**src/rtl/core/assert_macros.svh**
```systemverilog
// Assertion helpers shared by the RTL; define ASSERT_OFF to compile them out.
`ifndef ASSERT_MACROS_SVH
`define ASSERT_MACROS_SVH

`ifndef ASSERT_OFF

// Check a condition at every clock edge outside reset.
`define ASSERT_ALWAYS(label, clk, rst, expr, msg) \
  label: assert property (@(posedge clk) disable iff (rst) (expr)) else $error(msg);

// Check that a condition holds in the cycle after a trigger.
`define ASSERT_NEXT(label, clk, rst, pre, post, msg) \
  label: assert property (@(posedge clk) disable iff (rst) (pre) |=> (post)) else $error(msg);

`else

`define ASSERT_ALWAYS(label, clk, rst, expr, msg)
`define ASSERT_NEXT(label, clk, rst, pre, post, msg)

`endif

`endif

```
**src/rtl/core/lmts_pkg.sv**
```systemverilog
package lmts_pkg;

  // LFSR register width; tap WIDTH is fixed and maps to register bit 0.
  localparam int WIDTH = 32;
  localparam int IDX_W = $clog2(WIDTH);
  localparam int TAP_W = 5;
  localparam int CNT_W = 32;

  localparam logic [CNT_W:0] PERIOD_FULL = (CNT_W + 1)'((64'd1 << WIDTH) - 64'd1);

  localparam logic [TAP_W-1:0] TAP_B_START = TAP_W'(WIDTH - 1);
  localparam logic [TAP_W-1:0] TAP_C_START = TAP_W'(WIDTH - 2);
  localparam logic [TAP_W-1:0] TAP_D_START = TAP_W'(WIDTH - 3);

  localparam logic [TAP_W-1:0] TAP_B_LAST = TAP_W'(3);
  localparam logic [TAP_W-1:0] TAP_C_LAST = TAP_W'(2);
  localparam logic [TAP_W-1:0] TAP_D_LAST = TAP_W'(1);

  // Register selector, taken from paddr bit 2 (word index).
  localparam logic REG_INITIAL_STATE = 1'b0;

  typedef struct packed {
    logic [TAP_W-1:0] b;
    logic [TAP_W-1:0] c;
    logic [TAP_W-1:0] d;
  } taps_t;

  typedef struct packed {
    logic [WIDTH-1:0] shift_reg;
    logic [CNT_W-1:0] step_count;
    logic             hit;
    logic             maximal;
    taps_t            taps;
    logic             done;
  } step_t;

  typedef struct packed {
    taps_t            taps;
    logic [CNT_W-1:0] period;
    logic             maximal;
    logic             search_done;
  } result_t;

endpackage

```
**src/rtl/core/lmts_step.sv**
```systemverilog
module lmts_step
  import lmts_pkg::*;
(
  input  logic [WIDTH-1:0] shift_reg,
  input  logic [CNT_W-1:0] step_count,
  input  logic [WIDTH-1:0] seed,
  input  taps_t            taps,
  output step_t            nxt
);

  function automatic logic read_tap(input logic [WIDTH-1:0] v, input logic [TAP_W-1:0] tap);
    logic [IDX_W:0] idx;
    idx = (IDX_W + 1)'(WIDTH) - (IDX_W + 1)'(tap);
    return v[idx[IDX_W-1:0]];
  endfunction

  logic fb;

  always_comb begin
    fb = shift_reg[0] ^ read_tap(shift_reg, taps.b) ^ read_tap(shift_reg, taps.c)
         ^ read_tap(shift_reg, taps.d);
    nxt.shift_reg  = {fb, shift_reg[WIDTH-1:1]};
    nxt.step_count = (step_count == '1) ? step_count : step_count + CNT_W'(1);
    nxt.hit        = (nxt.shift_reg == seed);
    nxt.maximal    = ({1'b0, nxt.step_count} >= PERIOD_FULL);

    // Advance to the next strictly decreasing tap triple.
    nxt.taps = taps;
    nxt.done = 1'b0;
    priority if (taps.d > TAP_D_LAST) begin
      nxt.taps.d = taps.d - TAP_W'(1);
    end else if (taps.c > TAP_C_LAST) begin
      nxt.taps.c = taps.c - TAP_W'(1);
      nxt.taps.d = taps.c - TAP_W'(2);
    end else if (taps.b > TAP_B_LAST) begin
      nxt.taps.b = taps.b - TAP_W'(1);
      nxt.taps.c = taps.b - TAP_W'(2);
      nxt.taps.d = taps.b - TAP_W'(3);
    end else begin
      nxt.done = 1'b1;
    end
  end

endmodule

```
**src/rtl/core/lfsr_maximal_tap_search.sv**
```systemverilog
// A result is registered on result_valid by the run transaction that closes a period, via skid on a stall.
// Throughput: one run transaction per cycle while the skid stage is empty; the shift, saturating
// count and seed compare are combinational, and a skid stage keeps input open while a result waits.
// Reset (rst, synchronous, active high): seed = 1, register = seed, count = 0,
// taps 31/30/29, search not done, output and skid stages empty.
`include "assert_macros.svh"

module lfsr_maximal_tap_search
  import lmts_pkg::*;
(
  input  logic             clk,
  input  logic             rst,
  // configuration port
  input  logic             psel,
  input  logic             penable,
  input  logic             pwrite,
  input  logic [2:0]       paddr,
  input  logic [31:0]      pwdata,
  output logic [31:0]      prdata,
  output logic             pready,
  // run transactions
  input  logic             item_valid,
  output logic             item_ready,
  input  logic             run,
  // result transactions
  output logic             result_valid,
  input  logic             result_ready,
  output logic [TAP_W-1:0] tap_b,
  output logic [TAP_W-1:0] tap_c,
  output logic [TAP_W-1:0] tap_d,
  output logic [CNT_W-1:0] period,
  output logic             maximal,
  output logic             search_done
);

  // Search state
  logic [31:0]      initial_state;
  logic [WIDTH-1:0] shift_reg;
  logic [CNT_W-1:0] step_count;
  taps_t            taps;
  logic             all_done;

  // Output register and skid stage
  result_t          out_data;
  result_t          skid_data;
  logic             skid_valid;

  step_t            nxt;
  result_t          new_result;
  logic             cfg_write;
  logic             accept;
  logic             stepping;
  logic             produce;
  logic             out_free;

  lmts_step u_step (
    .shift_reg (shift_reg),
    .step_count(step_count),
    .seed      (initial_state[WIDTH-1:0]),
    .taps      (taps),
    .nxt       (nxt)
  );

  assign pready    = 1'b1;
  assign cfg_write = psel && penable && pwrite && pready && (paddr[2] == REG_INITIAL_STATE);

  always_comb begin
    prdata = (paddr[2] == REG_INITIAL_STATE) ? initial_state : '0;
  end

  // Accept input whenever the skid stage is empty; a result then always has a slot.
  assign item_ready = !skid_valid;
  assign accept     = item_valid && item_ready;
  assign stepping   = accept && run && !all_done;
  assign produce    = stepping && nxt.hit;
  assign out_free   = !result_valid || result_ready;

  always_comb begin
    new_result.taps        = taps;
    new_result.period      = nxt.step_count;
    new_result.maximal     = nxt.maximal;
    new_result.search_done = nxt.done;
  end

  // Search state: a seed write reloads the register and restarts the current taps.
  always_ff @(posedge clk) begin
    if (rst) begin
      initial_state <= 32'd1;
      shift_reg     <= WIDTH'(1);
      step_count    <= '0;
      taps.b        <= TAP_B_START;
      taps.c        <= TAP_C_START;
      taps.d        <= TAP_D_START;
      all_done      <= 1'b0;
    end else if (cfg_write) begin
      initial_state <= pwdata;
      shift_reg     <= pwdata[WIDTH-1:0];
      step_count    <= '0;
    end else if (stepping) begin
      if (nxt.hit) begin
        // Period closed: reload the seed, clear the count, move to the next taps.
        shift_reg  <= initial_state[WIDTH-1:0];
        step_count <= '0;
        taps       <= nxt.taps;
        all_done   <= nxt.done;
      end else begin
        shift_reg  <= nxt.shift_reg;
        step_count <= nxt.step_count;
      end
    end
  end

  // Output side: drain skid first to keep order, park a new result in skid on a stall.
  always_ff @(posedge clk) begin
    if (rst) begin
      result_valid <= 1'b0;
      skid_valid   <= 1'b0;
    end else if (out_free) begin
      if (skid_valid) begin
        result_valid <= 1'b1;
        skid_valid   <= 1'b0;
      end else begin
        result_valid <= produce;
      end
    end else if (produce) begin
      skid_valid <= 1'b1;
    end
  end

  always_ff @(posedge clk) begin
    if (out_free) begin
      if (skid_valid) begin
        out_data <= skid_data;
      end else if (produce) begin
        out_data <= new_result;
      end
    end else if (produce) begin
      skid_data <= new_result;
    end
  end

  assign tap_b       = out_data.taps.b;
  assign tap_c       = out_data.taps.c;
  assign tap_d       = out_data.taps.d;
  assign period      = out_data.period;
  assign maximal     = out_data.maximal;
  assign search_done = out_data.search_done;

  `ASSERT_ALWAYS(a_skid_behind_out, clk, rst, !skid_valid || result_valid, "skid holds a result while output stage is empty")
  `ASSERT_ALWAYS(a_tap_order, clk, rst, (taps.b > taps.c) && (taps.c > taps.d) && (taps.d != '0), "taps out of strictly decreasing order")
  `ASSERT_NEXT(a_done_sticky, clk, rst, all_done, all_done, "search finished flag dropped")
  `ASSERT_ALWAYS(a_done_report, clk, rst, !(result_valid && search_done) || all_done, "final report without finished search")

endmodule
```
**config.mk**
```make
export PLATFORM = sky130hd
export DESIGN_NAME = lfsr_maximal_tap_search
export DESIGN_NICKNAME = d
export VERILOG_FILES = /design/src/rtl/core/lmts_pkg.sv /design/src/rtl/core/lmts_step.sv /design/src/rtl/core/lfsr_maximal_tap_search.sv
export VERILOG_INCLUDE_DIRS = /design/src /design/src/rtl/core
export SDC_FILE = /design/constraint.sdc
export NUM_CORES = 1
export LEC_CHECK = 0
export ABC_CLOCK_PERIOD_IN_PS = 9800
export BUFFER_PORTS_ARGS = -buffer_cell sky130_fd_sc_hd__buf_2
export CAP_MARGIN = 15
export CELL_PAD_IN_SITES_DETAIL_PLACEMENT = 0
export CELL_PAD_IN_SITES_GLOBAL_PLACEMENT = 1
export CORE_MARGIN = 1.5
export CORE_UTILIZATION = 42
export DETAILED_ROUTE_END_ITERATION = 10
export PLACE_DENSITY = 0.71
export SETUP_SLACK_MARGIN = 0.4
export SLEW_MARGIN = 30
export SYNTH_ARGS = -nofsm -noshare
export SYNTH_HDL_FRONTEND = slang
export SYNTH_SLANG_ARGS = --single-unit
```
**constraint.sdc**
```tcl
create_clock -name clk -period 9.8 [get_ports clk]
set_input_delay 0.98 -clock clk [delete_from_list [all_inputs] [get_ports clk]]
set_output_delay 0.98 -clock clk [all_outputs]
set_load 0.1 [all_outputs]
```
# Word-level counts from Yosys, hierarchy flattened
# Cells that the tools add are included.
dict set report classes {
  eq_ne 2
  order_cmp 7
  bitwise 8
  reduce_logical 23
  muxes 21
  n_addsub 10
}
# operator count
set op_table {}
lappend op_table {{$mux W32} 6}
lappend op_table {{$mux W49} 2}
lappend op_table {{$add A32 B1 Y32 const B} 1}
lappend op_table {{$eq A32 B32 Y1} 1}
lappend op_table {{$eq A32 B32 Y1 const B} 1}
lappend op_table {{$ge A32 B32 Y1 const B} 1}
lappend op_table {{$mux W10} 2}
lappend op_table {{$lt A5 B6 Y1 const B} 3}
lappend op_table {{$bmux W1 S5} 3}
lappend op_table {{$sub A1 B5 Y5 const A} 3}
lappend op_table {{$sub A5 B1 Y5 const B} 3}
lappend op_table {{$sub A5 B2 Y5 const B} 3}
lappend op_table {{$gt A5 B2 Y1 const B} 2}
lappend op_table {{$logic_and A1 B1 Y1} 7}
lappend op_table {{$mux W1} 7}
lappend op_table {{$reduce_and A6 Y1} 1}
lappend op_table {{$reduce_bool A2 Y1} 3}
lappend op_table {{$gt A5 B1 Y1 const B} 1}
lappend op_table {{$mux W5} 1}
lappend op_table {{$not A1 Y1} 5}
lappend op_table {{$reduce_and A5 Y1} 1}
lappend op_table {{$reduce_and A2 Y1} 2}
lappend op_table {{$reduce_and A4 Y1} 1}
lappend op_table {{$reduce_or A2 Y1} 2}
lappend op_table {{5 further kinds} 9}
dict set report totals {
  word_cells 92
  ff_bits 212
  inputBits 43
  out_inout_bits 84
}

# Longest topological paths before layout
dict set report logic_depth {
  depth_word 10
  mapped_depth 15
  ltp_nobuf 10
}

# Modules after synthesis
# A second synthesis with hierarchy kept.
dict set report unflattened {
  cells_unflattened 1141
  hier_area_um2 11457.2
}
# mod cells_per_inst n_inst seq_area_each_um2 area_per_inst_um2
set modules_own_cells {}
lappend modules_own_cells {lfsr_maximal_tap_search 736 1 5225.0 8339.2}
lappend modules_own_cells {lmts_step 405 1 0.0 3118.0}

# Worst setup path after synthesis
# No wires, ideal clock.
dict set report synth_timing {
  path_kind {flip-flop to flip-flop}
  from {register, netlist name new_result[34]}
  to {register skid_data[0] (netlist bit), enable pin}
  path_slack_ns 2.548
  setup_time_ns 0.516
  path_stages_with_launch 15
  arrival_time_ns 6.736
  n_path_buf 4
  t_required_ns 9.284
  synth_period_minus_slack_ns 7.252
  path_cell_list {dfxtp_1 > buf_1 > inv_1 > ha_1 > clkbuf_1 > buf_2 > mux2i_1 > nand3_1 > and4_1 > mux4_2 > xor3_1 > xor3_1 > buf_2 > nand2_1 > nor3_1}
}
dict set report synth_via {
  elab_chain_cells 7
}
# element line_no
set synth_lines {}
lappend synth_lines {{$sub A1 B5 Y5} lmts_step.sv:13} ;# idx = (IDX_W + 1)'(WIDTH) - (IDX_W + 1)'(tap);
lappend synth_lines {{$bmux W1 S5} lmts_step.sv:14} ;# return v[idx[IDX_W-1:0]];
lappend synth_lines {{$mux W1 (implied by the code)} lmts_step.sv:14}
lappend synth_lines {{$xor A1 B1 Y1} lmts_step.sv:21} ;# ^ read_tap(shift_reg, taps.d);
lappend synth_lines {{$eq A32 B32 Y1} lmts_step.sv:24} ;# nxt.hit = (nxt.shift_reg == seed);
lappend synth_lines {{$logic_and A1 B1 Y1} lfsr_maximal_tap_search.sv:75} ;# assign produce = stepping && nxt.hit;
lappend synth_lines {{$reduce_and A2 Y1 (no source line)} n/a}
lappend synth_lines {{to (signal assigned)} lfsr_maximal_tap_search.sv:138} ;# skid_data <= new_result;
lappend synth_lines {{to (decl)} lfsr_maximal_tap_search.sv:45} ;# result_t skid_data;
# Every way passes these cells. The select of a mux whose other input is x is not followed.
# A chain may end at the register's enable or synchronous reset.

# Worst setup path after layout
dict set report layout_timing {
  from {register, netlist name new_result[39]}
  to {register out_data, in the netlist period[24], enable pin}
}
dict set report layout_via {
  elab_chain_cells 9
}
# element line_no
set layout_lines {}
lappend layout_lines {{$sub A1 B5 Y5} lmts_step.sv:13}
lappend layout_lines {{$bmux W1 S5} lmts_step.sv:14}
lappend layout_lines {{$mux W1 (implied by the code)} lmts_step.sv:14}
lappend layout_lines {{$xor A1 B1 Y1} lmts_step.sv:20} ;# fb = shift_reg[0] ^ read_tap(shift_reg, taps.b) ^ read_tap(shift_reg, taps.c)
lappend layout_lines {{$xor A1 B1 Y1} lmts_step.sv:21}
lappend layout_lines {{$eq A32 B32 Y1} lmts_step.sv:24}
lappend layout_lines {{$logic_and A1 B1 Y1} lfsr_maximal_tap_search.sv:75}
lappend layout_lines {{$reduce_bool A2 Y1 (no source line)} n/a}
lappend layout_lines {{$reduce_and A2 Y1 (no source line)} n/a}
lappend layout_lines {{to (signal assigned)} lfsr_maximal_tap_search.sv:133} ;# out_data <= skid_data;
lappend layout_lines {{to (signal assigned)} lfsr_maximal_tap_search.sv:135} ;# out_data <= new_result;
lappend layout_lines {{to (decl)} lfsr_maximal_tap_search.sv:44} ;# result_t out_data;
# Every way passes these cells. The select of a mux whose other input is x is not followed.

==> flow_metrics.tcl <==
set metrics [dict create \
    status "complete, no violations" \
    worst_ep_arrival_time_ns 5.47 \
    firstDrtPassIters 7 \
    cts_buffers 24 \
    cts.sinks 212 \
    setup_tns_ns 0 \
    yosys-top-cells-area "edfxtp_1 (26%), dfxtp_1 (20%), nand2_1 (7.0%)" \
    drt-total-wl_um 29800 \
    avgSynthCellArea_um2 9.72 \
    fin_skew_ns 0.0221 \
    num-fill-cells 2437 \
    ys_types 68 \
    synth_fa_ha_area_share_pct 1.57 \
    cts_resized 0 \
    die_area_um2 27500 \
    initial_core_util_pct 42.7 \
    min_path_type "reg2reg" \
    synthCells 1145 \
    drive_gt1_share_pct 19.3 \
    clk_pin_slew_ns 0.06 \
    reg2reg_slack_ns 4.49 \
    ys_ff_latch 212 \
    via_per_inst 5.64 \
    seqCellArea_um2 5230 \
    rsz0062_at_grt "no" \
    ioPinCount 127 \
    synth-seq-area-share_pct 46.9 \
    finalHoldViolations 0 \
    fmax_ghz 0.188 \
    synth.largest_area_cell "edfxtp_1" \
    ys.flop_type "dfxtp_1" \
    p_leak_nw 4.85 \
    clock_path_buffers 3 \
    track_usage_pct 21.4 \
    synthesis.area_um2 11100 \
    maxCapViolations 0 \
    synth_warnings 0 \
    synthArstFlopShare_pct 0 \
    grt_overflow 0 \
    placementRows 59 \
    synthMuxAreaShare_pct 9.24 \
    synth_compound_area_share_pct 11.7 \
    cts_max_level 1 \
    drtIter0Drc 724 \
    vias 8896 \
    synth_commonest_cells "nand2_1 (208), dfxtp_1 (114), edfxtp_1 (98)" \
    ir_worst_vdd_mv 0.105 \
    grt_first_pass_wirelength_um 48200 \
    fin_crit_sh_pct 54.2 \
    synth-simple-area-share_pct 19.6 \
    cp-end-kind "register" \
    cts_tree "done" \
    wl_per_cell_um 18.9 \
    grt_pass1_vias 8230 \
    layout_min_cycle_time_ns 5.31 \
    powerDensity_nw_per_um2 154 \
    multiInputGateArea_um2 5540 \
    synth.most_common_cell "nand2_1" \
    holdBufCountCts 0 \
    finalSetupViolations 0 \
    hpwl_um 19400 \
    synth_xor_area_share_pct 7.29 \
    post-cts-setup-buffers 0 \
    antenna_cells 0 \
    whs_ns 0.469 \
    final_nets 1282 \
    netlist.area_leader.share_pct 26.4 \
    synth_top_family_by_area "simple AND/OR/NAND/NOR gates" \
    maxSlewHeadroom_pct 31.3 \
    largest_register "skid_data" \
    coreArea_um2 26100 \
    path_max_fanout 49 \
    worstPathRequired_ns 9.96 \
    cts_root_buffer "clkbuf_16" \
    synth.net_count 1202 \
    worstSkewPairLatency_ns 0.53 \
    area_growth_pct 14.8 \
    worst_setup_path_start_kind "register" \
    gp_congestion 0.883 \
    drv_slew 0 \
    ant_nets 0 \
    final_util_pct 49.0 \
    antenna_found_initial 0 \
    tightest_slew_ns 1.02 \
    die_h_um 166 \
    synth_edf_count 98 \
    largest_reg_flops 49 \
    grt_max_degree 96 \
    die_w_um 166 \
    portBuffers 123 \
    criticalPathCategory "reg2reg" \
    drc 0 \
]
## cells in the final DEF, fill, tap and decap left out, types with 14 or more instances in the layout
| cell type | Yosys | final |
|---|---|---|
| a21oi_1 | 65 | 65 |
| a311oi_1 | 32 | 31 |
| buf_2 | 5 | 123 |
| clkbuf_16 | 0 | 26 |
| dfxtp_1 | 114 | 114 |
| edfxtp_1 | 98 | 98 |
| ha_1 | 14 | 14 |
| inv_1 | 16 | 16 |
| mux2_2 | 40 | 40 |
| mux2i_1 | 18 | 18 |
| nand2_1 | 208 | 208 |
| nand3_1 | 45 | 44 |
| nand4_1 | 20 | 20 |
| nor2_1 | 70 | 70 |
| nor2b_1 | 40 | 40 |
| nor4_1 | 16 | 15 |
| o211ai_1 | 25 | 25 |
| o21ai_0 | 28 | 28 |
| xnor2_1 | 49 | 49 |
| xor2_1 | 33 | 33 |
## report_power, final
group	switching [mW]	internal (mW)
combinational	0.0842	0.0362
clock	0.370	0.529
sequential	0.0171	0.927
## cell families (layout without fill, tap and decap cells)
logic type | count (synthesis) | in the layout
other cells | 1 | 1
simple gates | 460 | 460
xor+xnor | 86 | 86
flops | 212 | 212
fa+ha+maj | 14 | 14
mux | 75 | 75
compound gates | 197 | 197
buf+inv | 100 | 198
## metal layers
layer / GRT usage, % / routed length [um]
met3: 2.45 / 1810
met5: 0 / 0
met1: 33.7 / 14800
met2: 31.1 / 12600
met4: 4.78 / 479
## path summary, 6_finish.rpt
kind,startpoint,endpoint,depth (start not counted)
worst max-delay path,new_result[39],period[24],11
worst min-delay path,all_done,all_done,1
worst max register to register,new_result[39],period[24],11
worst min register to register,all_done,all_done,1
## critical path, cell delays in order (launching register included)
cell and delay [ns]:
dfxtp_1 0.53, inv_1 0.22, ha_1 0.28, xnor2_1 0.69, mux4_1 0.44, mux4_2 0.48, and2_4 0.18, nor3_4 0.25
xnor3_4 0.84, o31ai_2 0.32, and2_2 0.18, buf_4 0.51
## metrics by stage
step	cells	power [mW]	cell area (um^2)	setup WS (ns)
finish	1578	1.96	12800	4.49
global route	1578	2.03	12800	4.16
CTS	1577	1.98	12700	4.44
detailed placement	1533	1.08	12000	4.46
global placement	1533	1.08	11900	4.47
floorplan	1145	1.04	11100	2.55
## final cells by class
type / count / area share [%]
Clock buffer: 35 / 5.51
Multi-Input combinational cell: 833 / 43.4
Timing Repair Buffer: 137 / 5.74
Inverter: 17 / 0.499
Tap cell: 335 / 3.28
Clock inverter: 9 / 0.715
Sequential cell: 212 / 40.9
No activity file was read; power rests on OpenSTA's default activity.
